<file path="src/hw/rtl/assert_macros.svh">
// Assertion macros shared by the blink scheduler modules.
`ifndef ASSERT_MACROS_SVH
`define ASSERT_MACROS_SVH

// Antecedent implies consequent in the same cycle.
`define ASSERT_IMPLY(label, ante, cons, msg) \
  label: assert property (@(posedge clk) disable iff (!rst_n) (ante) |-> (cons)) else $error(msg);

// Antecedent implies consequent in the following cycle.
`define ASSERT_NEXT(label, ante, cons, msg) \
  label: assert property (@(posedge clk) disable iff (!rst_n) (ante) |=> (cons)) else $error(msg);

// Expression never holds.
`define ASSERT_NEVER(label, expr, msg) \
  label: assert property (@(posedge clk) disable iff (!rst_n) !(expr)) else $error(msg);

`endif

</file>
<file path="src/hw/rtl/lbs_pkg.sv">
// Shared types and constants of the LED blink scheduler.
package lbs_pkg;

  localparam int SLOTS_DEF = 8;

  localparam int LED_W   = 8;
  localparam int COLOR_W = 8;
  localparam int CNT_W   = 16;

  localparam int CFG_W = LED_W + 3 * COLOR_W + 2 * CNT_W;
  localparam int DYN_W = 2 * CNT_W;

  typedef enum logic [1:0] {
    CMD_START = 2'd0,
    CMD_TICK  = 2'd1,
    CMD_STOP  = 2'd2,
    CMD_NONE  = 2'd3
  } cmd_t;

  typedef struct packed {
    logic load;
    logic rd_en;
    logic flush;
  } dp_ctrl_t;

endpackage

</file>
<file path="src/hw/rtl/lbs_ram.sv">
// Generic single-write, single-read RAM with registered read data.
module lbs_ram #(
  parameter int WIDTH = 32,
  parameter int DEPTH = 8,
  localparam int AW = (DEPTH > 1) ? $clog2(DEPTH) : 1
) (
  input  logic             clk,
  input  logic             we,
  input  logic [AW-1:0]    waddr,
  input  logic [WIDTH-1:0] wdata,
  input  logic [AW-1:0]    raddr,
  output logic [WIDTH-1:0] rdata
);

  logic [WIDTH-1:0] mem_r [DEPTH];
  logic [WIDTH-1:0] rdata_r;

  always_ff @(posedge clk) begin
    if (we) begin
      mem_r[waddr] <= wdata;
    end
    rdata_r <= mem_r[raddr];
  end

  assign rdata = rdata_r;

endmodule

</file>
<file path="src/hw/rtl/lbs_ctrl.sv">
// Controller: sequences one slot scan per accepted item.
`include "assert_macros.svh"

module lbs_ctrl #(
  parameter int SLOTS = lbs_pkg::SLOTS_DEF,
  localparam int IDX_W = (SLOTS > 1) ? $clog2(SLOTS) : 1
) (
  input  logic              clk,
  input  logic              rst_n,
  input  logic              start,
  output logic              busy,
  output lbs_pkg::dp_ctrl_t ctrl,
  output logic [IDX_W-1:0]  rd_idx
);

  typedef enum logic [1:0] {
    S_IDLE,
    S_SCAN,
    S_DRAIN,
    S_FLUSH
  } state_t;

  localparam logic [IDX_W-1:0] LAST_IDX = IDX_W'(SLOTS - 1);

  state_t           state_r;
  logic [IDX_W-1:0] idx_r;

  always_ff @(posedge clk) begin
    if (!rst_n) begin
      state_r <= S_IDLE;
      idx_r   <= '0;
    end else begin
      unique case (state_r)
        S_IDLE: begin
          if (start) begin
            state_r <= S_SCAN;
            idx_r   <= '0;
          end
        end
        S_SCAN: begin
          if (idx_r == LAST_IDX) begin
            state_r <= S_DRAIN;
          end else begin
            idx_r <= idx_r + 1'b1;
          end
        end
        S_DRAIN: begin
          state_r <= S_FLUSH;
        end
        S_FLUSH: begin
          state_r <= S_IDLE;
        end
        default: begin
          state_r <= S_IDLE;
        end
      endcase
    end
  end

  assign busy       = (state_r != S_IDLE);
  assign ctrl.load  = start && !busy;
  assign ctrl.rd_en = (state_r == S_SCAN);
  assign ctrl.flush = (state_r == S_FLUSH);
  assign rd_idx     = idx_r;

  `ASSERT_NEXT(a_accept_busy, start && !busy, busy, "accepted item did not raise busy")
  `ASSERT_NEXT(a_flush_idle, ctrl.flush, !busy, "scan did not end after flush")

endmodule

</file>
<file path="src/hw/rtl/lbs_dp.sv">
// Datapath: slot tables, per-slot update and result ordering.
`include "assert_macros.svh"

module lbs_dp #(
  parameter int SLOTS = lbs_pkg::SLOTS_DEF,
  localparam int IDX_W = (SLOTS > 1) ? $clog2(SLOTS) : 1
) (
  input  logic                        clk,
  input  logic                        rst_n,
  input  lbs_pkg::dp_ctrl_t           ctrl,
  input  logic [IDX_W-1:0]            rd_idx,
  input  logic [1:0]                  in_cmd,
  input  logic [lbs_pkg::LED_W-1:0]   in_led_index,
  input  logic [lbs_pkg::COLOR_W-1:0] in_red,
  input  logic [lbs_pkg::COLOR_W-1:0] in_green,
  input  logic [lbs_pkg::COLOR_W-1:0] in_blue,
  input  logic [lbs_pkg::CNT_W-1:0]   in_blink_count,
  input  logic [lbs_pkg::CNT_W-1:0]   in_on_frames,
  input  logic [lbs_pkg::CNT_W-1:0]   in_off_frames,
  output logic                        out_strobe,
  output logic [lbs_pkg::LED_W-1:0]   out_led_index_res,
  output logic [lbs_pkg::COLOR_W-1:0] out_red_res,
  output logic [lbs_pkg::COLOR_W-1:0] out_green_res,
  output logic [lbs_pkg::COLOR_W-1:0] out_blue_res,
  output logic                        out_last
);

  localparam int CW = lbs_pkg::CNT_W;
  localparam int KW = lbs_pkg::COLOR_W;
  localparam int LW = lbs_pkg::LED_W;

  lbs_pkg::cmd_t cmd_r;
  logic [LW-1:0] new_led_r;
  logic [KW-1:0] new_red_r, new_green_r, new_blue_r;
  logic [CW-1:0] new_count_r, new_on_r, new_off_r;

  logic [SLOTS-1:0] active_r, active_nxt;
  logic [SLOTS-1:0] lit_r, lit_nxt;
  logic [SLOTS-1:0] written_r, written_nxt;
  logic             claimed_r, claimed_nxt;

  logic             proc_v_r;
  logic [IDX_W-1:0] proc_idx_r;

  logic          pend_v_r;
  logic [LW-1:0] pend_led_r;
  logic [KW-1:0] pend_red_r, pend_green_r, pend_blue_r;

  logic          out_strobe_r, out_last_r;
  logic [LW-1:0] out_led_r;
  logic [KW-1:0] out_red_r, out_green_r, out_blue_r;

  logic                       cfg_we, dyn_we;
  logic [lbs_pkg::CFG_W-1:0]  cfg_wdata, cfg_rd, cfg_q;
  logic [lbs_pkg::DYN_W-1:0]  dyn_wdata, dyn_rd, dyn_q;

  logic [LW-1:0] q_led;
  logic [KW-1:0] q_red, q_green, q_blue;
  logic [CW-1:0] q_on, q_off, q_rem, q_ticks;
  logic [CW-1:0] t_inc, t_new, rem_dec, rem_new;
  logic          cur_active, cur_lit, cur_written;
  logic          lit_new, act_new;

  logic          emit;
  logic [KW-1:0] emit_red, emit_green, emit_blue;

  assign cfg_wdata = {new_led_r, new_red_r, new_green_r, new_blue_r, new_on_r, new_off_r};

  lbs_ram #(
    .WIDTH (lbs_pkg::CFG_W),
    .DEPTH (SLOTS)
  ) u_cfg_ram (
    .clk   (clk),
    .we    (cfg_we),
    .waddr (proc_idx_r),
    .wdata (cfg_wdata),
    .raddr (rd_idx),
    .rdata (cfg_rd)
  );

  lbs_ram #(
    .WIDTH (lbs_pkg::DYN_W),
    .DEPTH (SLOTS)
  ) u_dyn_ram (
    .clk   (clk),
    .we    (dyn_we),
    .waddr (proc_idx_r),
    .wdata (dyn_wdata),
    .raddr (rd_idx),
    .rdata (dyn_rd)
  );

  assign cur_written = written_r[proc_idx_r];
  assign cur_active  = active_r[proc_idx_r];
  assign cur_lit     = lit_r[proc_idx_r];
  assign cfg_q       = cur_written ? cfg_rd : '0;
  assign dyn_q       = cur_written ? dyn_rd : '0;

  assign q_led   = cfg_q[lbs_pkg::CFG_W-1 -: LW];
  assign q_red   = cfg_q[3*KW+2*CW-1 -: KW];
  assign q_green = cfg_q[2*KW+2*CW-1 -: KW];
  assign q_blue  = cfg_q[KW+2*CW-1 -: KW];
  assign q_on    = cfg_q[2*CW-1 -: CW];
  assign q_off   = cfg_q[CW-1:0];
  assign q_rem   = dyn_q[2*CW-1 -: CW];
  assign q_ticks = dyn_q[CW-1:0];

  assign t_inc   = q_ticks + CW'(1);
  assign rem_dec = q_rem - CW'(1);

  always_comb begin
    cfg_we      = 1'b0;
    dyn_we      = 1'b0;
    dyn_wdata   = {new_count_r, CW'(0)};
    active_nxt  = active_r;
    lit_nxt     = lit_r;
    written_nxt = written_r;
    claimed_nxt = claimed_r;
    emit        = 1'b0;
    emit_red    = '0;
    emit_green  = '0;
    emit_blue   = '0;
    t_new       = t_inc;
    rem_new     = q_rem;
    lit_new     = cur_lit;
    act_new     = 1'b1;
    if (cur_lit) begin
      if (t_inc >= q_on) begin
        t_new   = '0;
        lit_new = 1'b0;
        if (q_rem != '0) begin
          rem_new = rem_dec;
          if (rem_dec == '0) begin
            act_new = 1'b0;
          end
        end
      end
    end else if (t_inc >= q_off) begin
      t_new   = '0;
      lit_new = 1'b1;
    end
    if (proc_v_r) begin
      unique case (cmd_r)
        lbs_pkg::CMD_START: begin
          if (!cur_active && !claimed_r) begin
            cfg_we                  = 1'b1;
            dyn_we                  = 1'b1;
            active_nxt[proc_idx_r]  = 1'b1;
            lit_nxt[proc_idx_r]     = 1'b1;
            written_nxt[proc_idx_r] = 1'b1;
            claimed_nxt             = 1'b1;
          end
        end
        lbs_pkg::CMD_TICK: begin
          if (cur_active) begin
            dyn_we                 = 1'b1;
            dyn_wdata              = {rem_new, t_new};
            active_nxt[proc_idx_r] = act_new;
            lit_nxt[proc_idx_r]    = lit_new;
            emit                   = 1'b1;
            if (lit_new) begin
              emit_red   = q_red;
              emit_green = q_green;
              emit_blue  = q_blue;
            end
          end
        end
        lbs_pkg::CMD_STOP: begin
          active_nxt[proc_idx_r] = 1'b0;
          lit_nxt[proc_idx_r]    = 1'b0;
          emit                   = 1'b1;
        end
        default: begin
        end
      endcase
    end
  end

  always_ff @(posedge clk) begin
    if (!rst_n) begin
      active_r     <= '0;
      lit_r        <= '0;
      written_r    <= '0;
      claimed_r    <= 1'b0;
      proc_v_r     <= 1'b0;
      pend_v_r     <= 1'b0;
      out_strobe_r <= 1'b0;
      out_last_r   <= 1'b0;
    end else begin
      active_r     <= active_nxt;
      lit_r        <= lit_nxt;
      written_r    <= written_nxt;
      claimed_r    <= ctrl.load ? 1'b0 : claimed_nxt;
      proc_v_r     <= ctrl.rd_en;
      out_strobe_r <= 1'b0;
      out_last_r   <= 1'b0;
      if (emit) begin
        pend_v_r     <= 1'b1;
        out_strobe_r <= pend_v_r;
      end else if (ctrl.flush && pend_v_r) begin
        pend_v_r     <= 1'b0;
        out_strobe_r <= 1'b1;
        out_last_r   <= 1'b1;
      end
    end
  end

  always_ff @(posedge clk) begin
    proc_idx_r <= rd_idx;
    if (ctrl.load) begin
      cmd_r       <= lbs_pkg::cmd_t'(in_cmd);
      new_led_r   <= in_led_index;
      new_red_r   <= in_red;
      new_green_r <= in_green;
      new_blue_r  <= in_blue;
      new_count_r <= in_blink_count;
      new_on_r    <= in_on_frames;
      new_off_r   <= in_off_frames;
    end
    if (emit || ctrl.flush) begin
      out_led_r   <= pend_led_r;
      out_red_r   <= pend_red_r;
      out_green_r <= pend_green_r;
      out_blue_r  <= pend_blue_r;
    end
    if (emit) begin
      pend_led_r   <= q_led;
      pend_red_r   <= emit_red;
      pend_green_r <= emit_green;
      pend_blue_r  <= emit_blue;
    end
  end

  assign out_strobe        = out_strobe_r;
  assign out_last          = out_last_r;
  assign out_led_index_res = out_led_r;
  assign out_red_res       = out_red_r;
  assign out_green_res     = out_green_r;
  assign out_blue_res      = out_blue_r;

  `ASSERT_NEVER(a_flush_proc, ctrl.flush && proc_v_r, "flush overlaps slot processing")
  `ASSERT_IMPLY(a_last_strobe, out_last, out_strobe, "last marked without a result")
  `ASSERT_NEXT(a_emit_pending, emit, pend_v_r, "emitted write not held pending")

endmodule

</file>
<file path="src/hw/rtl/multi_slot_led_blink_scheduler.sv">
// Top level of the multi-slot LED blink scheduler.
//
// Command channel: an item (start, tick or stop-all, with its start fields)
// is taken at a rising edge where start is high and busy is low.
// Each item scans all SLOTS slots one per cycle through the slot RAMs;
// busy stays high through the scan, drain and flush states, so a new
// item is taken only once the slot scan of the last one is finished.
// Result channel: each color write shows on the out_ ports for one cycle
// with out_strobe high; out_last marks the final write of an item.
// Writes come in slot order, each held in a pending register until a later
// write or the flush; the last appears in the first cycle with busy low.
// Start and unused codes give no writes; a tick gives one per active slot;
// stop-all gives exactly SLOTS writes, all black.
// The receiver cannot stall: every strobed write is taken as shown.
// Reset (rst_n low, synchronous) frees every slot, marks slot contents
// unwritten so they read as zero; the block is ready right after reset.
module multi_slot_led_blink_scheduler #(
  parameter int SLOTS = lbs_pkg::SLOTS_DEF
) (
  input  logic                        clk,
  input  logic                        rst_n,
  input  logic                        start,
  output logic                        busy,
  input  logic [1:0]                  in_cmd,
  input  logic [lbs_pkg::LED_W-1:0]   in_led_index,
  input  logic [lbs_pkg::COLOR_W-1:0] in_red,
  input  logic [lbs_pkg::COLOR_W-1:0] in_green,
  input  logic [lbs_pkg::COLOR_W-1:0] in_blue,
  input  logic [lbs_pkg::CNT_W-1:0]   in_blink_count,
  input  logic [lbs_pkg::CNT_W-1:0]   in_on_frames,
  input  logic [lbs_pkg::CNT_W-1:0]   in_off_frames,
  output logic                        out_strobe,
  output logic [lbs_pkg::LED_W-1:0]   out_led_index_res,
  output logic [lbs_pkg::COLOR_W-1:0] out_red_res,
  output logic [lbs_pkg::COLOR_W-1:0] out_green_res,
  output logic [lbs_pkg::COLOR_W-1:0] out_blue_res,
  output logic                        out_last
);

  localparam int IDX_W = (SLOTS > 1) ? $clog2(SLOTS) : 1;

  lbs_pkg::dp_ctrl_t ctrl;
  logic [IDX_W-1:0]  rd_idx;

  lbs_ctrl #(
    .SLOTS (SLOTS)
  ) u_ctrl (
    .clk    (clk),
    .rst_n  (rst_n),
    .start  (start),
    .busy   (busy),
    .ctrl   (ctrl),
    .rd_idx (rd_idx)
  );

  lbs_dp #(
    .SLOTS (SLOTS)
  ) u_dp (
    .clk               (clk),
    .rst_n             (rst_n),
    .ctrl              (ctrl),
    .rd_idx            (rd_idx),
    .in_cmd            (in_cmd),
    .in_led_index      (in_led_index),
    .in_red            (in_red),
    .in_green          (in_green),
    .in_blue           (in_blue),
    .in_blink_count    (in_blink_count),
    .in_on_frames      (in_on_frames),
    .in_off_frames     (in_off_frames),
    .out_strobe        (out_strobe),
    .out_led_index_res (out_led_index_res),
    .out_red_res       (out_red_res),
    .out_green_res     (out_green_res),
    .out_blue_res      (out_blue_res),
    .out_last          (out_last)
  );

endmodule

</file>
<file path="config.mk">
export PLATFORM = sky130hd
export DESIGN_NAME = multi_slot_led_blink_scheduler
export DESIGN_NICKNAME = d
export VERILOG_FILES = /design/src/hw/rtl/lbs_pkg.sv /design/src/hw/rtl/lbs_ram.sv /design/src/hw/rtl/lbs_ctrl.sv /design/src/hw/rtl/lbs_dp.sv /design/src/hw/rtl/multi_slot_led_blink_scheduler.sv
export VERILOG_INCLUDE_DIRS = /design/src /design/src/hw/rtl
export SDC_FILE = /design/constraint.sdc
export NUM_CORES = 1
export LEC_CHECK = 0
export ABC_AREA = 0
export BUFFER_PORTS_ARGS = -buffer_cell sky130_fd_sc_hd__buf_2
export CAP_MARGIN = 20
export CORE_MARGIN = 8
export CORE_UTILIZATION = 30
export CTS_BUF_LIST = sky130_fd_sc_hd__clkbuf_2 sky130_fd_sc_hd__clkbuf_4 sky130_fd_sc_hd__clkbuf_8
export DETAILED_ROUTE_END_ITERATION = 6
export GPL_TIMING_DRIVEN = 0
export MAX_ROUTING_LAYER = met4
export PLACE_DENSITY = 0.44
export SKIP_LAST_GASP = 1
export SYNTH_ARGS = -nofsm -noshare
export SYNTH_HDL_FRONTEND = slang
export SYNTH_SLANG_ARGS = --single-unit
</file>
<file path="constraint.sdc">
create_clock -name clk -period 7.1 [get_ports clk]
set_input_delay 0.71 -clock clk [delete_from_list [all_inputs] [get_ports clk]]
set_output_delay 0.71 -clock clk [all_outputs]
set_load 0.1 [all_outputs]
</file>
=== Word level (Yosys, flattened, before mapping) ===
Memory sizes are Yosys's and may differ from the RTL's. A register that Yosys moved wholly into a read port is not among the register bits.
Index checks and enable logic that the tools add are counted.

* Add/sub/neg operators: 3
* Order comparisons: 4
* Equal/unequal tests: 11
* Multiplexer cells: 56
* Bitwise gates (word level): 7
* Reduce and logical (&&, ||, !) cells: 23

{| class="wikitable"
|+ Operators with widths
! cell !! number
|-
| $mux W32 || 5
|-
| $mux W16 || 6
|-
| $pmux W8 S3 || 2
|-
| $ge A16 B16 Y1 || 2
|-
| $mux W8 || 4
|-
| $mux W1 || 25
|-
| $or A8 B8 Y8 || 3
|-
| $add A16 B1 Y16 const B || 1
|-
| $and A8 B8 Y8 || 2
|-
| $bwmux W8 || 2
|-
| $logic_not A16 Y1 || 1
|-
| $reduce_bool A16 Y1 || 1
|-
| $sub A16 B1 Y16 const B || 1
|-
| $bmux W1 S3 || 3
|-
| $not A8 Y8 || 1
|-
| $pmux W2 S4 || 1
|-
| $eq A2 B2 Y1 const B || 3
|-
| $mux W3 || 2
|-
| $ne A2 B2 Y1 const B || 3
|-
| $pmux W3 S2 || 1
|-
| $reduce_and A3 Y1 || 2
|-
| $reduce_bool A2 Y1 || 3
|-
| $reduce_and A5 Y1 || 1
|-
| $eq A2 B1 Y1 const B || 2
|-
| 17 further kinds || 27
|}

* Flip-flop bits (word level): 183
* Memory bits (writable): 768
* Input port bits: 85
* Logic and storage cells: 133
* Memories: 2

{| class="wikitable"
|+ Memory list
! memory !! words !! bits a word !! read ports !! clocked after Yosys merged registers in !! write ports !! RTL line !! RTL
|-
| u_dp.u_cfg_ram.mem_r || 8 || 64 || 1 || 1 || 1 || lbs_ram.sv:15 || <nowiki>logic [WIDTH-1:0] mem_r [DEPTH];</nowiki>
|-
| u_dp.u_dyn_ram.mem_r || 8 || 32 || 1 || 1 || 1 || lbs_ram.sv:15 ||
|}

=== Logic depth before layout (Yosys ltp) ===
* Depth after elaboration: 12
* Depth in mapped cells: 22

=== Modules after synthesis ===
A second synthesis with hierarchy kept.

* Cell total of the unflattened synthesis: 2004
* Area total of the unflattened synthesis: 39890.8 um^2

{| class="wikitable"
|+ Modules (own cells, without submodules)
! module !! times used !! cells each !! area each (um^2) !! sequential area each (um^2)
|-
| lbs_ram (u_dp.u_cfg_ram) || 1 || 816 || 20547.2 || 16656.0
|-
| lbs_ram (u_dp.u_dyn_ram) || 1 || 415 || 10466.3 || 8328.0
|-
| lbs_dp || 1 || 732 || 8515.7 || 5024.8
|-
| lbs_ctrl || 1 || 41 || 361.6 || 100.1
|}

=== Worst setup path after synthesis ===
OpenSTA, ideal clock, no wires.

* Path kind: register to register
* Start point: register u_dp.proc_idx_r[1]
* End point: memory u_dp.u_dyn_ram.mem_r[0][29], data pin
* Setup time: 307 ps
* Data arrival time: 4691 ps
* Required time: 6793 ps
* Path slack: 2102 ps
* Stages on the path, launching flop included: 23
* Period minus slack after synthesis: 4998 ps
* Cells stage by stage: dfxtp_1 -> buf_2 -> mux4_2 -> mux2_2 -> clkbuf_1 -> clkbuf_1 -> and2_1 -> ha_1 -> nand3_1 -> nor3_1 -> nand2_1 -> xor2_1 -> nor2_1 -> ha_1 -> o21ai_0 -> nor2_1 -> nor4_1 -> a32oi_1 -> and3_1 -> buf_2 -> buf_4 -> a21oi_1 -> o41ai_1

* Word-level cells in the longest chain between the ends: 10

{| class="wikitable"
|+ Ends and longest elaborated chain
! what !! RTL line !! RTL
|-
| start: declaration || lbs_dp.sv:43 || <nowiki>logic [IDX_W-1:0] proc_idx_r;</nowiki>
|-
| start signal: assignment || lbs_dp.sv:209 || <nowiki>proc_idx_r <= rd_idx;</nowiki>
|-
| $bmux W1 S3 || lbs_dp.sv:93 || <nowiki>assign cur_written = written_r[proc_idx_r];</nowiki>
|-
| $mux W1 (not written as such) || lbs_dp.sv:93 ||
|-
| $mux W32 || lbs_dp.sv:97 || <nowiki>assign dyn_q = cur_written ? dyn_rd : '0;</nowiki>
|-
| $add A16 B1 Y16, or another cell as far along || lbs_dp.sv:108 || <nowiki>assign t_inc = q_ticks + CW'(1);</nowiki>
|-
| $ge A16 B16 Y1 / $mux W16 (equally long branches) || lbs_dp.sv:128, lbs_dp.sv:131 ||
|-
| $mux W16 || lbs_dp.sv:128 || <nowiki>if (t_inc >= q_on) begin</nowiki>
|-
| $mux W16 || lbs_dp.sv:127 || <nowiki>if (cur_lit) begin</nowiki>
|-
| $mux W32 * || lbs_dp.sv:155 || <nowiki>if (cur_active) begin</nowiki>
|-
| $mux W32 * || lbs_dp.sv:143 || <nowiki>unique case (cmd_r)</nowiki>
|-
| $mux W32 * || lbs_dp.sv:142 || <nowiki>if (proc_v_r) begin</nowiki>
|-
| named net u_dp.dyn_wdata, one bit || lbs_dp.sv:55 || <nowiki>logic [lbs_pkg::DYN_W-1:0] dyn_wdata, dyn_rd, dyn_q;</nowiki>
|-
| end: declaration || lbs_ram.sv:15 ||
|}

Mark *: on every way through the listed nets, which the timed path passes. The rest lies on a longest branch. The select of a mux whose other input is x is not followed.

=== Worst setup path in the final report ===
* Start point: register u_dp.proc_idx_r[1]
* End point: memory u_dp.u_dyn_ram.mem_r[2][12] (netlist: u_dp.u_dyn_ram.mem_r[1][12]), data pin

* Word-level cells in the longest chain between the ends: 10

{| class="wikitable"
|+ Ends and longest elaborated chain
! what !! RTL line
|-
| $bmux W1 S3 || lbs_dp.sv:93
|-
| $mux W1 (not written as such) || lbs_dp.sv:93
|-
| $mux W32 || lbs_dp.sv:97
|-
| $add A16 B1 Y16 || lbs_dp.sv:108
|-
| $ge A16 B16 Y1 (on tied branches) || lbs_dp.sv:138, lbs_dp.sv:128
|-
| $mux W16 (on tied branches) || lbs_dp.sv:138, lbs_dp.sv:128
|-
| $mux W16 || lbs_dp.sv:127
|-
| $mux W32 * || lbs_dp.sv:155
|-
| $mux W32 * || lbs_dp.sv:143
|-
| $mux W32 * || lbs_dp.sv:142
|-
| named net u_dp.dyn_wdata, one bit || lbs_dp.sv:55
|}

Marks and branches as above.

==> summary.txt <==
Placed design
  – Weighted congestion at the end of routability-driven global placement: about 0.85
  – Port Buf Inserts: 119
  – Detailed-placement wirelength estimate: 65800 um

Power and ir drop
  – Clk network pwr share: 0.342
  – Combinational power share: 0.169
  – Sw power: roughly 4.4 mW
  – Power density over cell area: roughly 320 nW/um2
  – Worst VDD drop: ~0.00014 V
  – Sequential power share: 0.489
  – Overall power: about 16 mW
  – Proportion of total power due to net switching: 0.284
  – Cell-internal power: 11.1 mW
  – P_leak: between 15 and 20 nW

Yosys
  – Syn. warnings: 0
  – Main flop type after synthesis: edfxtp_1
  – Gate count after technology mapping: 2073
  – Cell area after technology mapping: ~40000 um2
  – Top cells by area, synth: edfxtp_1 69%, mux4_2 11%, dfxtp_1 6.7%
  – Share of synthesized flip-flops with an asynchronous set or reset: 0
  – Largest area contributor in the netlist: edfxtp_1
  – Synthesized Nets: about 2200
  – Seq/Total Area, Yosys: 0.755
  – Number of flops mapped to enable cells by yosys: around 910
  – Number of flip-flops and latches in the synthesized netlist: between 1000 and 1500
  – Area share of the leading cell type in the synthesized netlist: 0.688
  – Post-synthesis cell type count: 73
  – Average cell area after synthesis: 19.2 um2

Flow run
  – Max-cap violations: 0

Worst setup path
  – Data required time of the critical path: ~7700 ps
  – Critical path, cell by cell: buf_2 > mux4_2 > mux2_2 > clkbuf_2 > and2_1 > ha_1 > nand3_1 > nor3_1 > nand2_1 > xor2_1 > nor2_1 > ha_1 > o21ai_0 > nor2_1 > nor4_1 > a32oi_1 > nand3_1 > a22oi_2 > buf_4 > nor4_1 > clkbuf_2
  – Biggest fanout along the worst timing path: 13
  – Start-to-end type of the worst setup path: reg -> reg
  – Sort of element at the end of the critical path: register
  – Worst reg2reg path depth: 21
  – Reg2Reg Setup Slack: between 500 and 600 ps
  – Worst setup SP type: register
  – Critical-path top delay cell: a32oi_1
  – Worst path max stage delay: about 570 ps
  – Worst EP arrival: approximately 7100 ps

Drt
  – Number of detailed-routing iterations run before antenna repair: 6
  – Drt via density: ~4.7
  – DRT antenna net count: 0
  – Wire length reported by the detailed router: 102000 um
  – Initial DRC Count: roughly 1500
  – DR vias: ~21000
  – Number of design rule violations left after detail routing: 0
  – Mean routed wirelength per cell: 23.1 um

Timing
  – Post-layout minimum cycle time: about 6600 ps
  – Hold Vio Cnt, Final: 0
  – Slew at the pin closest to its max-slew limit: ~1200 ps
  – Final Skew: about 45 ps
  – Worst relative slew slack: 0.220
  – Fin. max-slew vios: 0
  – Fin crit share: 0.923
  – Final setup violation count: 0
  – Setup repair after global routing missed its margin: false
  – Max Clk Rate: between 150 and 200 MHz
  – Worst-case hold slack: 380 ps

Floorplan
  – Initial core utilization: 0.303
  – Number of placement rows: between 100 and 150
  – DIE AREA: 145000 um2
  – DIE WIDTH: ~380 um
  – Ports placed on the boundary: 120
  – Core Box Area: between 100000 and 150000 um2
  – Die H: roughly 380 um

Layout
  – Net count, final: 2639
  – Syn-to-layout area delta: 21.1%
  – Most frequent cells in the layout: 914 x edfxtp_1, 194 x mux4_2, 189 x clkbuf_8
  – Number of fillers in the final layout: ~12000
  – Fraction of layout cells with a size suffix above 1: 0.316
  – Most frequent standard cell in the layout excluding fill and tap cells: edfxtp_1

Status
  – Run status: completed

Clock tree
  – TritonCTS clock tree: done
  – Number of buffers created by CTS: approximately 170
  – Post-CTS Setup Inserts: 0
  – Maximum clock insertion buffer count: 3
  – Cell at the root of the clock tree: clkbuf_8
  – Clk pin slew, worst setup/hold paths: 60 ps
  – Total number of H-tree levels: 4
  – Num Clock Sinks: around 1000
  – Clock latency on the worst-skew pair: ~900 ps

Worst hold path
  – Classification of the worst-slack hold path: reg -> reg
  – WHS Path Cells: 0

GRT
  – Wire length of the first global-routing pass: between 150000 and 200000 um
  – Overall overflow remaining after global route: 0
  – Largest net degree at the start of global routing: a little over 50
  – Aggregate global-route resource usage: 0.143
  – Number of global-route vias before repair: 22600
  – Antenna violations before repair: 5
## sequential cells by signal, indices dropped and copies added, names as in the netlist, 16 cells and up
signal and count:
u_dp.new_on_r 16, u_dp.u_cfg_ram.rdata 64, u_dp.u_dyn_ram.rdata 32, u_dp.u_cfg_ram.mem_r 512, u_dp.new_off_r 16, u_dp.new_count_r 16, u_dp.u_dyn_ram.mem_r 256
## critical path, delay by kind of cell (launching register included)
kind / cells / cell delay [ps]
AOI/OAI and AO/OA: 3 / 1150
DFF: 1 / 290
buffers and inverters: 4 / 1050
xor gates and xnor gates: 1 / 290
muxes: 2 / 820
and+or+nand+nor: 9 / 2090
adders and majority gates: 2 / 570
## power groups by stage
stage,Sequential (mW),Clock [mW],Combinational [mW]
final,7.60,5.32,2.63
after global routing,7.65,5.78,2.84
after CTS,7.61,5.52,2.59
after detailed placement,7.74,0,2.54
after global placement,7.75,0,2.43
after floorplan,7.73,0,1.52
## logic make-up (layout without fill, tap and decap cells)
| logic type | after synthesis | after routing | share of synthesized area |
|---|---|---|---|
| AOI/OAI and AO/OA | 179 | 179 | 0.0314 |
| xor gates and xnor gates | 15 | 15 | 0.00329 |
| adders and majority gates | 44 | 44 | 0.0138 |
| buffers and inverters | 157 | 738 | 0.0159 |
| DFF | 1047 | 1047 | 0.755 |
| muxes | 297 | 297 | 0.139 |
| other | 0 | 1 | 0 |
| and+or+nand+nor | 334 | 334 | 0.0420 |
## Yosys cell counts, types with 3 or more instances
library cell and n:
a32oi_1 8, nor4_1 25, a31oi_1 18, nor3_1 48, mux2_2 100, a21o_1 5, nor2b_1 5, edfxtp_1 914
nand4_1 14, nor2_1 79, xnor2_1 8, o41ai_1 3, mux4_2 194, o211ai_1 5, and3_1 14, buf_1 24
nand2b_1 9, o2111ai_1 8, o22ai_1 3, ha_1 44, or2_2 6, inv_1 42, o31ai_1 7, o221ai_1 8
dfxtp_1 133, clkbuf_1 70, o21ai_1 9, a21oi_1 30, buf_2 17, nand2_1 72, o21ai_0 24, and2_1 19
o311ai_1 4, or3_1 7, nand3_1 20, xor2_1 7, a211oi_1 15, o21a_1 9, or3b_2 3
## stage by stage
step / TNS, ps / std cells / util / setup slack (ps) / cell area, um2
6_report: 0 / 4410 / 0.366 / 544 / 48300
4_1_cts: -4380 / 4390 / 0.365 / -192 / 48000
3_5_place_dp: -7340 / 3990 / 0.331 / -301 / 43700
5_1_grt: 0 / 4410 / 0.366 / 228 / 48300
2_1_floorplan: 0 / 2073 / - / 2100 / 39900
3_3_place_gp: -987990 / 3947 / 0.324 / -2010 / 42700
## final timing paths
check / start / end
setup / recovery: u_dp.proc_idx_r[1] / u_dp.u_dyn_ram.mem_r[1][12]
hold / removal: u_ctrl.rd_idx[2] / u_dp.proc_idx_r[2]
setup reg to reg: u_dp.proc_idx_r[1] / u_dp.u_dyn_ram.mem_r[1][12]
hold reg to reg: u_ctrl.rd_idx[2] / u_dp.proc_idx_r[2]
## area by class of cell
class,count,area [um2],share of cell area
antenna,1,2.50,0.0000518
clock inverter,55,367,0.00759
tap,1755,2200,0.0455
timing repair buffer,264,2500,0.0518
buffer,114,475,0.00985
sequential,1047,30100,0.623
inverter,42,158,0.00326
clock buffer,263,3160,0.0654
multi-input combinational,869,9330,0.193
## metal layers
| layer | track usage | part of all wire | up-vias |
|---|---|---|---|
| met5 | - | 0 | - |
| met4 | 0.0372 | 0.018 | 0 |
| met3 | 0.0291 | 0.048 | 172 |
| met2 | 0.233 | 0.49 | 558 |
| met1 | 0.182 | 0.44 | 10900 |
| li1 | - | - | 9301 |
## what timing repair did
item | 4_1_cts | 5_1_grt
hold buffers | 82 | 0
endpoints found under the setup margin | 72 | 291
endpoints found under the hold margin | 82 | 0
resized for setup | 4 | 10
(Power assumes the default switching activity.)
